File: config.mk
export PLATFORM = sky130hd
export DESIGN_NAME = postfix_stack_evaluator_unit_flat
export DESIGN_NICKNAME = d
export VERILOG_FILES = /design/src/hw/rtl/pse_pkg.sv /design/src/hw/rtl/pse_if.sv /design/src/hw/rtl/postfix_stack_evaluator_unit.sv /design/src/hw/rtl/pse_ram.sv /design/src/hw/rtl/pse_divider.sv /design/src/flat_wrapper.sv
export SDC_FILE = /design/constraint.sdc
export NUM_CORES = 2
export LEC_CHECK = 0
export ABC_AREA = 1
export BUFFER_PORTS_ARGS = -buffer_cell sky130_fd_sc_hd__buf_2
export CAP_MARGIN = 40
export CORE_MARGIN = 8
export CORE_UTILIZATION = 35
export CTS_BUF_LIST = sky130_fd_sc_hd__clkbuf_16
export DETAILED_ROUTE_END_ITERATION = 10
export PLACE_DENSITY = 0.53
export SLEW_MARGIN = 10
export SYNTH_ARGS = -nofsm -noshare
export SYNTH_HDL_FRONTEND = slang
export SYNTH_HIERARCHICAL = 1
export SYNTH_SLANG_ARGS = --single-unit
File: constraint.sdc
create_clock -name clock -period 7.47 [get_ports clock]
set_input_delay 1.494 -clock clock [delete_from_list [all_inputs] [get_ports clock]]
set_output_delay 1.494 -clock clock [all_outputs]
set_load 0.01 [all_outputs]
File: src/hw/rtl/pse_pkg.sv
// shared types and constants for the postfix stack evaluator
// depends on nothing; pse_if, the evaluator and the divider refer to it by scoped names
package pse_pkg;

   localparam int DATA_W = 32;
   localparam int CMD_W  = 3;
   localparam int STAT_W = 2;

   // token kinds
   localparam logic [CMD_W-1:0] CMD_PUSH = 3'd0;
   localparam logic [CMD_W-1:0] CMD_ADD  = 3'd1;
   localparam logic [CMD_W-1:0] CMD_SUB  = 3'd2;
   localparam logic [CMD_W-1:0] CMD_MUL  = 3'd3;
   localparam logic [CMD_W-1:0] CMD_DIV  = 3'd4;

   // result status codes
   localparam logic [STAT_W-1:0] STAT_OK        = 2'd0;
   localparam logic [STAT_W-1:0] STAT_UNDERFLOW = 2'd1;
   localparam logic [STAT_W-1:0] STAT_OVERFLOW  = 2'd2;
   localparam logic [STAT_W-1:0] STAT_DIVZERO   = 2'd3;

   // sequencer states
   typedef enum logic [3:0] {
      S_IDLE = 4'b0001,
      S_EXEC = 4'b0010,
      S_DIVW = 4'b0100,
      S_FIN  = 4'b1000
   } state_type;

   // divider request and answer
   typedef struct packed {
      logic                     start;
      logic signed [DATA_W-1:0] dividend;
      logic signed [DATA_W-1:0] divisor;
   } div_req_type;

   typedef struct packed {
      logic                     done;
      logic signed [DATA_W-1:0] quotient;
   } div_rsp_type;

endpackage

File: src/hw/rtl/pse_if.sv
// token and result channels of the postfix stack evaluator
// depends on pse_pkg for field widths
interface pse_req_if;
   logic                              valid;
   logic                              ready;
   logic [pse_pkg::CMD_W-1:0]         cmd;
   logic signed [pse_pkg::DATA_W-1:0] number;
   logic                              last_token;

   modport source(output valid, cmd, number, last_token, input ready);
   modport sink(input valid, cmd, number, last_token, output ready);
endinterface

interface pse_rsp_if;
   logic                              valid;
   logic                              ready;
   logic signed [pse_pkg::DATA_W-1:0] value;
   logic [pse_pkg::STAT_W-1:0]        status;

   modport source(output valid, value, status, input ready);
   modport sink(input valid, value, status, output ready);
endinterface

File: src/hw/rtl/postfix_stack_evaluator_unit.sv
// postfix (reverse polish) integer expression evaluator
// depends on pse_pkg, pse_if, pse_ram and pse_divider
//
// Tokens arrive on req_if (cmd, number, last_token) by valid/ready transfer.
// A number is pushed; an operator pops two entries and pushes second-from-top op top;
// add, subtract and multiply wrap to 32 bits, divide truncates toward zero.
// The token marked last produces one result on rsp_if: top of stack and a
// status (ok, underflow, overflow, divide by zero), then the stack and the
// sticky error are cleared. The first error of an expression is kept and
// later tokens are ignored until the last one.
// A push, undefined or error-ignored token is handled in the idle step; add,
// subtract or multiply take a ram read of the second entry, then the alu; divide
// takes a ram read, a divider start, the radix-2 divider steps and its done.
// A last token then loads the output register in the finish step.
// The top of stack lives in a register; the entries below it live in a
// one-read one-write ram with a registered read, so reads and writes to the
// same entry never fall in the same cycle.
// Reset (synchronous) empties the stack and drops any pending result; no
// ram clearing pass is needed. A stalled result holds in the output
// register while further non-final tokens are still taken; a final token
// waits in the finish step until the output register is free.
module postfix_stack_evaluator_unit #(
   parameter int STACK_DEPTH = 16
) (
   input logic            clock,
   input logic            reset,
   pse_req_if.sink        req_if,
   pse_rsp_if.source      rsp_if
);

   localparam int W  = pse_pkg::DATA_W;
   localparam int AW = (STACK_DEPTH > 1) ? $clog2(STACK_DEPTH) : 1;
   localparam int CW = $clog2(STACK_DEPTH + 1);

   pse_pkg::state_type          state_ff, state_in;
   logic [CW-1:0]               count_ff, count_in;
   logic [pse_pkg::STAT_W-1:0]  err_ff, err_in;
   logic [W-1:0]                tos_ff, tos_in;
   logic [pse_pkg::CMD_W-1:0]   cmd_ff, cmd_in;
   logic                        last_ff, last_in;
   logic                        rsp_valid_ff, rsp_valid_in;
   logic [W-1:0]                value_ff, value_in;
   logic [pse_pkg::STAT_W-1:0]  status_ff, status_in;

   logic                        wr_en;
   logic [AW-1:0]               wr_addr;
   logic                        rd_en;
   logic [AW-1:0]               rd_addr;
   logic [W-1:0]                rd_data;
   logic [CW-1:0]               count_m1;
   logic [CW-1:0]               count_m2;
   logic [W-1:0]                alu_out;
   logic                        out_free;
   pse_pkg::div_req_type        div_req;
   pse_pkg::div_rsp_type        div_rsp;
   pse_pkg::state_type          after_op;

   // stack storage below the top entry
   pse_ram #(
      .WIDTH (W),
      .DEPTH (STACK_DEPTH)
   ) u_stack_ram (
      .clock   (clock),
      .wr_en   (wr_en),
      .wr_addr (wr_addr),
      .wr_data (tos_ff),
      .rd_en   (rd_en),
      .rd_addr (rd_addr),
      .rd_data (rd_data)
   );

   // iterative divider for the divide token
   pse_divider u_divider (
      .clock   (clock),
      .reset   (reset),
      .div_req (div_req),
      .div_rsp (div_rsp)
   );

   assign count_m1 = count_ff - CW'(1);
   assign count_m2 = count_ff - CW'(2);
   assign wr_addr  = count_m1[AW-1:0];
   assign rd_addr  = count_m2[AW-1:0];
   assign out_free = !rsp_valid_ff || rsp_if.ready;
   assign after_op = last_ff ? pse_pkg::S_FIN : pse_pkg::S_IDLE;

   // alu for add, subtract and multiply; second entry from ram, top from register
   always_comb begin
      unique case (cmd_ff)
         pse_pkg::CMD_ADD: alu_out = rd_data + tos_ff;
         pse_pkg::CMD_SUB: alu_out = rd_data - tos_ff;
         pse_pkg::CMD_MUL: alu_out = rd_data * tos_ff;
         default:          alu_out = rd_data;
      endcase
   end

   // token sequencer
   always_comb begin
      state_in         = state_ff;
      count_in         = count_ff;
      err_in           = err_ff;
      tos_in           = tos_ff;
      cmd_in           = cmd_ff;
      last_in          = last_ff;
      value_in         = value_ff;
      status_in        = status_ff;
      rsp_valid_in     = rsp_valid_ff && !rsp_if.ready;
      wr_en            = 1'b0;
      rd_en            = 1'b0;
      div_req.start    = 1'b0;
      div_req.dividend = rd_data;
      div_req.divisor  = tos_ff;

      unique case (state_ff)
         pse_pkg::S_IDLE: begin
            if (req_if.valid) begin
               cmd_in   = req_if.cmd;
               last_in  = req_if.last_token;
               state_in = req_if.last_token ? pse_pkg::S_FIN : pse_pkg::S_IDLE;
               if (err_ff == pse_pkg::STAT_OK) begin
                  priority if (req_if.cmd == pse_pkg::CMD_PUSH) begin
                     if (count_ff == CW'(STACK_DEPTH)) begin
                        err_in = pse_pkg::STAT_OVERFLOW;
                     end else begin
                        // spill old top into ram, new number becomes top
                        wr_en    = (count_ff != '0);
                        tos_in   = req_if.number;
                        count_in = count_ff + CW'(1);
                     end
                  end else if (req_if.cmd > pse_pkg::CMD_DIV) begin
                     // undefined token kind leaves the stack alone
                  end else if (count_ff < CW'(2)) begin
                     err_in = pse_pkg::STAT_UNDERFLOW;
                  end else if (req_if.cmd == pse_pkg::CMD_DIV && tos_ff == '0) begin
                     err_in = pse_pkg::STAT_DIVZERO;
                  end else begin
                     // fetch second entry for the operator
                     rd_en    = 1'b1;
                     state_in = pse_pkg::S_EXEC;
                  end
               end
            end
         end
         pse_pkg::S_EXEC: begin
            if (cmd_ff == pse_pkg::CMD_DIV) begin
               div_req.start = 1'b1;
               state_in      = pse_pkg::S_DIVW;
            end else begin
               tos_in   = alu_out;
               count_in = count_m1;
               state_in = after_op;
            end
         end
         pse_pkg::S_DIVW: begin
            if (div_rsp.done) begin
               tos_in   = div_rsp.quotient;
               count_in = count_m1;
               state_in = after_op;
            end
         end
         pse_pkg::S_FIN: begin
            if (out_free) begin
               rsp_valid_in = 1'b1;
               if (err_ff != pse_pkg::STAT_OK) begin
                  value_in  = '0;
                  status_in = err_ff;
               end else if (count_ff == '0) begin
                  value_in  = '0;
                  status_in = pse_pkg::STAT_UNDERFLOW;
               end else begin
                  value_in  = tos_ff;
                  status_in = pse_pkg::STAT_OK;
               end
               count_in = '0;
               err_in   = pse_pkg::STAT_OK;
               state_in = pse_pkg::S_IDLE;
            end
         end
         default: begin
            state_in = pse_pkg::S_IDLE;
         end
      endcase
   end

   // control registers
   always_ff @(posedge clock) begin
      if (reset) begin
         state_ff     <= pse_pkg::S_IDLE;
         count_ff     <= '0;
         err_ff       <= pse_pkg::STAT_OK;
         rsp_valid_ff <= 1'b0;
      end else begin
         state_ff     <= state_in;
         count_ff     <= count_in;
         err_ff       <= err_in;
         rsp_valid_ff <= rsp_valid_in;
      end
   end

   // payload registers
   always_ff @(posedge clock) begin
      tos_ff    <= tos_in;
      cmd_ff    <= cmd_in;
      last_ff   <= last_in;
      value_ff  <= value_in;
      status_ff <= status_in;
   end

   assign req_if.ready  = (state_ff == pse_pkg::S_IDLE);
   assign rsp_if.valid  = rsp_valid_ff;
   assign rsp_if.value  = value_ff;
   assign rsp_if.status = status_ff;

   // a new result only comes out of the finish step
   a_rsp_from_fin: assert property (@(posedge clock) disable iff (reset)
      !rsp_valid_ff ##1 rsp_valid_ff |-> $past(state_ff == pse_pkg::S_FIN))
      else $error("result appeared outside the finish step");

   // stack depth never exceeds its bound
   a_count_bound: assert property (@(posedge clock) disable iff (reset)
      count_ff <= CW'(STACK_DEPTH))
      else $error("stack count beyond depth");

   // divider answers only while the sequencer waits for it
   a_div_done_wait: assert property (@(posedge clock) disable iff (reset)
      div_rsp.done |-> state_ff == pse_pkg::S_DIVW)
      else $error("divider done outside the divide wait");

   // finishing an expression empties the stack and clears the error
   a_fin_clears: assert property (@(posedge clock) disable iff (reset)
      (state_ff == pse_pkg::S_FIN && out_free)
      |=> (count_ff == '0 && err_ff == pse_pkg::STAT_OK))
      else $error("expression end did not clear the stack");

endmodule

File: src/hw/rtl/pse_ram.sv
// generic single write port, single read port ram with registered read
// depends on nothing
module pse_ram #(
   parameter int WIDTH = 32,
   parameter int DEPTH = 16
) (
   input  logic                                   clock,
   input  logic                                   wr_en,
   input  logic [((DEPTH > 1) ? $clog2(DEPTH) : 1)-1:0] wr_addr,
   input  logic [WIDTH-1:0]                       wr_data,
   input  logic                                   rd_en,
   input  logic [((DEPTH > 1) ? $clog2(DEPTH) : 1)-1:0] rd_addr,
   output logic [WIDTH-1:0]                       rd_data
);

   logic [WIDTH-1:0] mem_ff [DEPTH];
   logic [WIDTH-1:0] rd_data_ff;

   // write port
   always_ff @(posedge clock) begin
      if (wr_en) begin
         mem_ff[wr_addr] <= wr_data;
      end
   end

   // registered read port
   always_ff @(posedge clock) begin
      if (rd_en) begin
         rd_data_ff <= mem_ff[rd_addr];
      end
   end

   assign rd_data = rd_data_ff;

endmodule

File: src/hw/rtl/pse_divider.sv
// signed 32-bit restoring divider, one quotient bit per cycle, truncates toward zero
// depends on pse_pkg for the request and answer structs
module pse_divider (
   input  logic                 clock,
   input  logic                 reset,
   input  pse_pkg::div_req_type div_req,
   output pse_pkg::div_rsp_type div_rsp
);

   localparam int W  = pse_pkg::DATA_W;
   localparam int CW = $clog2(W);

   logic [W-1:0]  rem_ff, rem_in;
   logic [W-1:0]  quo_ff, quo_in;
   logic [W-1:0]  dsr_ff, dsr_in;
   logic          neg_ff, neg_in;
   logic [CW-1:0] cnt_ff, cnt_in;
   logic          busy_ff, busy_in;
   logic          done_ff, done_in;

   logic [W:0]    shifted;
   logic [W:0]    trial;

   // one shift-subtract step per cycle on magnitudes
   always_comb begin
      rem_in  = rem_ff;
      quo_in  = quo_ff;
      dsr_in  = dsr_ff;
      neg_in  = neg_ff;
      cnt_in  = cnt_ff;
      busy_in = busy_ff;
      done_in = 1'b0;
      shifted = {rem_ff, quo_ff[W-1]};
      trial   = shifted - {1'b0, dsr_ff};
      if (div_req.start) begin
         rem_in  = '0;
         quo_in  = div_req.dividend[W-1] ? -div_req.dividend : div_req.dividend;
         dsr_in  = div_req.divisor[W-1] ? -div_req.divisor : div_req.divisor;
         neg_in  = div_req.dividend[W-1] ^ div_req.divisor[W-1];
         cnt_in  = '0;
         busy_in = 1'b1;
      end else if (busy_ff) begin
         if (!trial[W]) begin
            rem_in = trial[W-1:0];
            quo_in = {quo_ff[W-2:0], 1'b1};
         end else begin
            rem_in = shifted[W-1:0];
            quo_in = {quo_ff[W-2:0], 1'b0};
         end
         cnt_in = cnt_ff + CW'(1);
         if (cnt_ff == CW'(W - 1)) begin
            busy_in = 1'b0;
            done_in = 1'b1;
         end
      end
   end

   // control state
   always_ff @(posedge clock) begin
      if (reset) begin
         busy_ff <= 1'b0;
         done_ff <= 1'b0;
         cnt_ff  <= '0;
      end else begin
         busy_ff <= busy_in;
         done_ff <= done_in;
         cnt_ff  <= cnt_in;
      end
   end

   // datapath
   always_ff @(posedge clock) begin
      rem_ff <= rem_in;
      quo_ff <= quo_in;
      dsr_ff <= dsr_in;
      neg_ff <= neg_in;
   end

   // sign fixup; most negative over minus one wraps naturally
   assign div_rsp.done     = done_ff;
   assign div_rsp.quotient = neg_ff ? -quo_ff : quo_ff;

endmodule

File: src/flat_wrapper.sv
// flat-port wrapper written by rule: the top's interface ports become plain ports
module postfix_stack_evaluator_unit_flat 
#(
   parameter int STACK_DEPTH = 16
)
  (clock, reset, req_if_valid, req_if_cmd, req_if_number, req_if_last_token, req_if_ready, rsp_if_valid, rsp_if_value, rsp_if_status, rsp_if_ready);
  pse_req_if req_if_i ();
  pse_rsp_if rsp_if_i ();
  input logic clock;
  input logic reset;
  input wire logic [$bits(req_if_i.valid)-1:0] req_if_valid;
  input wire logic [$bits(req_if_i.cmd)-1:0] req_if_cmd;
  input wire logic [$bits(req_if_i.number)-1:0] req_if_number;
  input wire logic [$bits(req_if_i.last_token)-1:0] req_if_last_token;
  output wire logic [$bits(req_if_i.ready)-1:0] req_if_ready;
  output wire logic [$bits(rsp_if_i.valid)-1:0] rsp_if_valid;
  output wire logic [$bits(rsp_if_i.value)-1:0] rsp_if_value;
  output wire logic [$bits(rsp_if_i.status)-1:0] rsp_if_status;
  input wire logic [$bits(rsp_if_i.ready)-1:0] rsp_if_ready;
  assign req_if_i.valid = req_if_valid;
  assign req_if_i.cmd = req_if_cmd;
  assign req_if_i.number = req_if_number;
  assign req_if_i.last_token = req_if_last_token;
  assign req_if_ready = req_if_i.ready;
  assign rsp_if_valid = rsp_if_i.valid;
  assign rsp_if_value = rsp_if_i.value;
  assign rsp_if_status = rsp_if_i.status;
  assign rsp_if_i.ready = rsp_if_ready;
  postfix_stack_evaluator_unit #(.STACK_DEPTH(STACK_DEPTH)) u_core (.clock(clock), .reset(reset), .req_if(req_if_i), .rsp_if(rsp_if_i));
endmodule
# Yosys cells after proc, flatten, opt, wreduce, memory -nomap -nowiden
# Memory sizes are Yosys's and may differ from the RTL's. A register that Yosys moved wholly into a read port is not among the register bits.
# Index checks and enable logic that the tools add are counted.
# W data, S select, Z words.
# word_totals
mem_count	1
in_bits	40
output_inout_bits	36
rom_bits	0
latchBits	0
mem_bits_rw	512
word_cells	146
ff_bits	186
# classes
eq_ne	21
bitwise_logic	2
n_div	0
add_sub_neg	10
n_lt_le_gt_ge	2
n_reduce_logical	24
multipliers	1
muxes	68
shift	0
# mem_list
name	depth	word_bits	read_ports	rd_ports_with_merged_regs	wr	line_no	source
u_core.u_stack_ram.mem_ff	16	32	1	1	1	pse_ram.sv:16	logic [WIDTH-1:0] mem_ff [DEPTH];
# op_table
operator	count
$mux W32	11
$pmux W32 S3	2
$neg A32 Y32	3
$mux W4	11
$mux W5	7
$sub A33 B32 Y33	1
$add A32 B32 Y32	1
$logic_not A32 Y1	1
$mul A32 B32 Y32	1
$sub A32 B32 Y32	1
$mux W31	1
$mux W1	24
$pmux W5 S4	1
$mux W2	9
$pmux W4 S4	1
$reduce_and A7 Y1	2
$add A5 B1 Y5 const B	2
$eq A5 B5 Y1 const B	2
$ne A2 B2 Y1 const B	4
$reduce_and A8 Y1	1
$eq A3 B2 Y1 const B	2
$eq A3 B3 Y1 const B	2
$ne A2 B1 Y1 const B	3
$reduce_bool A2 Y1	3
28 further kinds	32

# Longest topological paths before layout
# depth
depth_word	9
mapped_depth	36
depth_no_buf	34

# Cells and area by module
# The synthesis kept the hierarchy.
# modules_own_cells
mod	area_per_inst_um2	cells_each	seq_area_each_um2	instances
postfix_stack_evaluator_unit	24254.5	3385	2342.2	1
pse_ram	23050.9	2120	16335.7	1
pse_divider	8991.1	1418	2732.6	1

# Worst setup path after synthesis
# Ideal clock, no wire load.
# synth_path
kind	register -> register
startpoint	reg u_core.tos_ff[3]
endpoint	reg u_core.tos_ff[27] (data pin)
path_buffers	2
t_required_ps	7211
arrival_time_ps	6999
slack_ps	212
synth_period_minus_slack_ps	7258
stages_incl_launch_ff	31
setup_ps	259
cell_sequence	edfxtp_1 clkbuf_1 clkbuf_1 nand2_1 inv_1 fa_1 inv_1 fa_1 fa_1 fa_1 inv_1 fa_1 inv_1 fa_1 inv_1 fa_1 inv_1 fa_1 inv_1 ha_1 a21oi_1 o21ai_0 a21oi_1 nand3_1 nand2_1 o211ai_1 or2_2 nand3_1 nand3_1 nand2_1 nand3_1
# synth_between
elab_chain_cells	4
word_cells_on_any_way	6
classes_between	add/sub (2); mul (1); mux (3)
# synth_rtl
element	line_no	source
start: declaration	postfix_stack_evaluator_unit.sv:38	logic [W-1:0] tos_ff, tos_in;
start signal: assignment	postfix_stack_evaluator_unit.sv:202	tos_ff <= tos_in;
$mul A32 B32 Y32, or another cell as far along	postfix_stack_evaluator_unit.sv:92	pse_pkg::CMD_MUL: alu_out = rd_data * tos_ff;
$pmux W32 S3 *	postfix_stack_evaluator_unit.sv:89	unique case (cmd_ff)
$mux W32 *	postfix_stack_evaluator_unit.sv:145	if (cmd_ff == pse_pkg::CMD_DIV) begin
$pmux W32 S3 *	postfix_stack_evaluator_unit.sv:114	unique case (state_ff)
net u_core.tos_in[27]	postfix_stack_evaluator_unit.sv:38	
# The timed path passes the listed nets; every way through them passes the cells marked *. The select of a mux whose other input is x is not followed.
# A chain may end at the register's enable or synchronous reset.

# Worst setup path in the final report
# layout_path
startpoint	reg u_core.tos_ff[5]
endpoint	reg u_core.tos_ff[24] (data pin)
# Same word-level chain as after synthesis.

==> metrics.csv <==
metric,value,unit
gp_congestion,0.937,
critPathSlowestCell,fa_1,
drt-pass1-iter-count,9,
start_util,35.1,%
via_per_inst,4.86,
cts_sinks,730,
clock_skew,0.0615,ns
fmax,0.138,GHz
final_cell_mix,"nand2_1 (2091), inv_1 (1601), edfxtp_1 (679)",
syn2layout_area_growth,12.5,%
cts.clk_slew.worst_paths,0.07,ns
coreArea,0.160,mm^2
wl_per_cell,21.0,um
ios,76,
cts_tree,yes,
period_share,96.9,%
path_buf_inv,6,
finalMaxSlewViolations,0,
place_area,0.0603,mm^2
layout.nets,7723,
die_y,417,um
critPathRequiredTime,7.87,ns
syn-num-nets,7572,
synthMuxAreaShare,0,%
tns,0,ns
ctsHtreeMaxLevel,3,
port_buffers,75,
synth_xor_area_share,2.16,%
clockRootBuffer,clkbuf_16,
crit_fanout,9,
final_antenna_net_count,0,
worstMarginPinSlew,0.947,ns
crit_family,adder cells,
die_area,0.174,mm^2
synth_ff_type,edfxtp_1,
syn_area,0.0563,mm^2
post-dp-hpwl,142000,um
grt_pass1_vias,44258,
worst_ep_arrival_time,7.64,ns
worstSetupPathType,reg2reg,
grt_pass1_wl,290000,um
final_common_cell,nand2_1,
die_x,417,um
clkLatencyLatePin,0.72,ns
start_kind,register,
clk_path_buf_depth,3,
grt_overflow_total,0,
final_core_util,39.5,%
ys_ff_latch,730,
setup_violations,0,
synth_simple_gate_area_share,23.6,%
yosysWarnings,6,
route.detailed.drc,0,
postSynthCellCount,6923,
grt_max_degree,181,
relSlewSlack,36.9,%
via_count,45187,
synth_edf_count,679,
cts_made_buffers,85,
hold_viol_final,0,
rsz0062_at_grt,no,
synth_fa_ha_area_share,19.0,%
outcome,"finished, final reports clean",
track_usage,22.0,%
drt_wl_total,195000,um
syn_area_per_cell,8.13,um^2
synth_top_family_by_area,simple AND/OR/NAND/NOR gates,
finalCriticalPeriod,7.24,ns
ys_seq_area_share,38.0,%
antenna_found_initial,7,
slowest_delay,0.57,ns
worstHoldPathType,reg2reg,
ys_async_sr_fraction,0,%
synth.distinct_cells,70,
fin_area,0.0633,mm^2
first_iter_violations,3576,
maxCapViolCount,0,
path_common_cell,fa_1,
synth_compound_area_share,3.84,%
rows,147,
critPathCaptureType,register,
cts.hold.buffers_added,0,
drive_above_1_share,7.89,%
-- synth_stat cells, types with 4 or more instances --
cell type / number / area, um^2
nand3b_1: 25 / 188
clkbuf_1: 116 / 435
nor4_1: 17 / 106
a22o_1: 7 / 61.3
buf_6: 36 / 405
o211ai_1: 29 / 218
inv_2: 13 / 48.8
o21bai_1: 12 / 90.1
nand2_1: 2092 / 7850
nor2_2: 4 / 25.0
or2_2: 22 / 138
o21ai_0: 118 / 591
buf_4: 13 / 97.6
o21ai_1: 18 / 90.1
nand4_1: 32 / 200
edfxtp_1: 679 / 20400
clkinv_1: 5 / 18.8
nor3_1: 44 / 220
a31oi_1: 13 / 81.3
a21oi_1: 119 / 596
nand2_2: 6 / 37.5
ha_1: 199 / 2490
o221ai_1: 5 / 43.8
xnor2_1: 37 / 324
dfxtp_1: 51 / 1020
a21o_1: 13 / 97.6
inv_1: 1589 / 5960
a211oi_1: 8 / 60.1
and2_1: 9 / 56.3
fa_1: 410 / 8210
xor2_1: 102 / 893
nand3_1: 620 / 3100
buf_1: 38 / 143
or2_1: 5 / 31.3
nor2_1: 293 / 1100
buf_2: 72 / 360
-- cells by family (layout without fill, tap and decap cells) --
family	Yosys count	after routing
other cells	0	3
flops	730	730
simple gates	3189	3189
fa+ha+maj	609	609
compound gates	369	369
xor+xnor	139	139
buf+inv	1887	2103
-- layer usage --
layer / wire length (um) / up-vias / global-route usage, %
met4: 9880 / 0 / 9.64
met1: 82800 / 21934 / 28.7
li1: - / 21528 / -
met5: 0 / - / 0
met2: 90900 / 1381 / 36.8
met3: 11700 / 344 / 2.88
-- sequential cells by signal, indices dropped and copies added, names as in the netlist --
register	flops
u_core/u_divider/quo_ff	32
u_core/tos_ff	32
u_core/u_divider/busy_ff	1
u_core/u_divider/dsr_ff	32
u_core/err_ff	2
u_core/last_ff	1
u_core/u_divider/done_ff	1
u_core/cmd_ff	3
u_core/u_stack_ram/mem_ff	512
u_core/rsp_if.value	32
u_core/state_ff	4
u_core/count_ff	5
u_core/u_divider/rem_ff	32
u_core/u_stack_ram/rd_data	32
u_core/u_divider/cnt_ff	5
u_core/rsp_if.status	2
u_core/rsp_if.valid	1
u_core/u_divider/neg_ff	1
-- stage by stage --
step	setup WS, ns	hold slack (ns)	instances
CTS	0.0433	0.467	9280
global route	0.000115	0.486	9299
floorplan	0.212	0.422	6923
global placement	0.184	0.437	9115
finish	0.230	0.467	9302
detailed placement	0.106	0.454	9128
-- worst paths after layout --
path | start | end | slack, ns | depth (start not counted)
setup / recovery | u_core/tos_ff[5]$_DFFE_PP_ | u_core/tos_ff[24]$_DFFE_PP_ | 0.23 | 25
hold / removal | u_core/u_divider/cnt_ff[3]$_SDFFE_PP0P_ | u_core/u_divider/cnt_ff[3]$_SDFFE_PP0P_ | 0.47 | 1
setup reg to reg | u_core/tos_ff[5]$_DFFE_PP_ | u_core/tos_ff[24]$_DFFE_PP_ | 0.23 | 25
hold reg to reg | u_core/u_divider/cnt_ff[3]$_SDFFE_PP0P_ | u_core/u_divider/cnt_ff[3]$_SDFFE_PP0P_ | 0.47 | 1
-- area by class of cell --
| cell class | instances | area (um^2) |
|---|---|---|
| Antenna cell | 3 | 7.51 |
| Clock inverter | 67 | 641 |
| Multi-Input combinational cell | 4306 | 27600 |
| Clock buffer | 85 | 2130 |
| Sequential cell | 730 | 21400 |
| Fill cell | 16142 | 96900 |
| Inverter | 1610 | 6060 |
| Timing Repair Buffer | 341 | 2820 |
| Tap cell | 2160 | 2700 |
-- timing repair --
| item | in CTS | in global routing |
|---|---|---|
| buffers inserted | 0 | 19 |
| endpoints found under the hold margin | 0 | 0 |
| setup endpoints to repair | 0 | 6 |
| gates resized for setup | 0 | 20 |
Power is not shown: default switching activity piles up to over one toggle a cycle in this logic, so the estimate is an artifact.
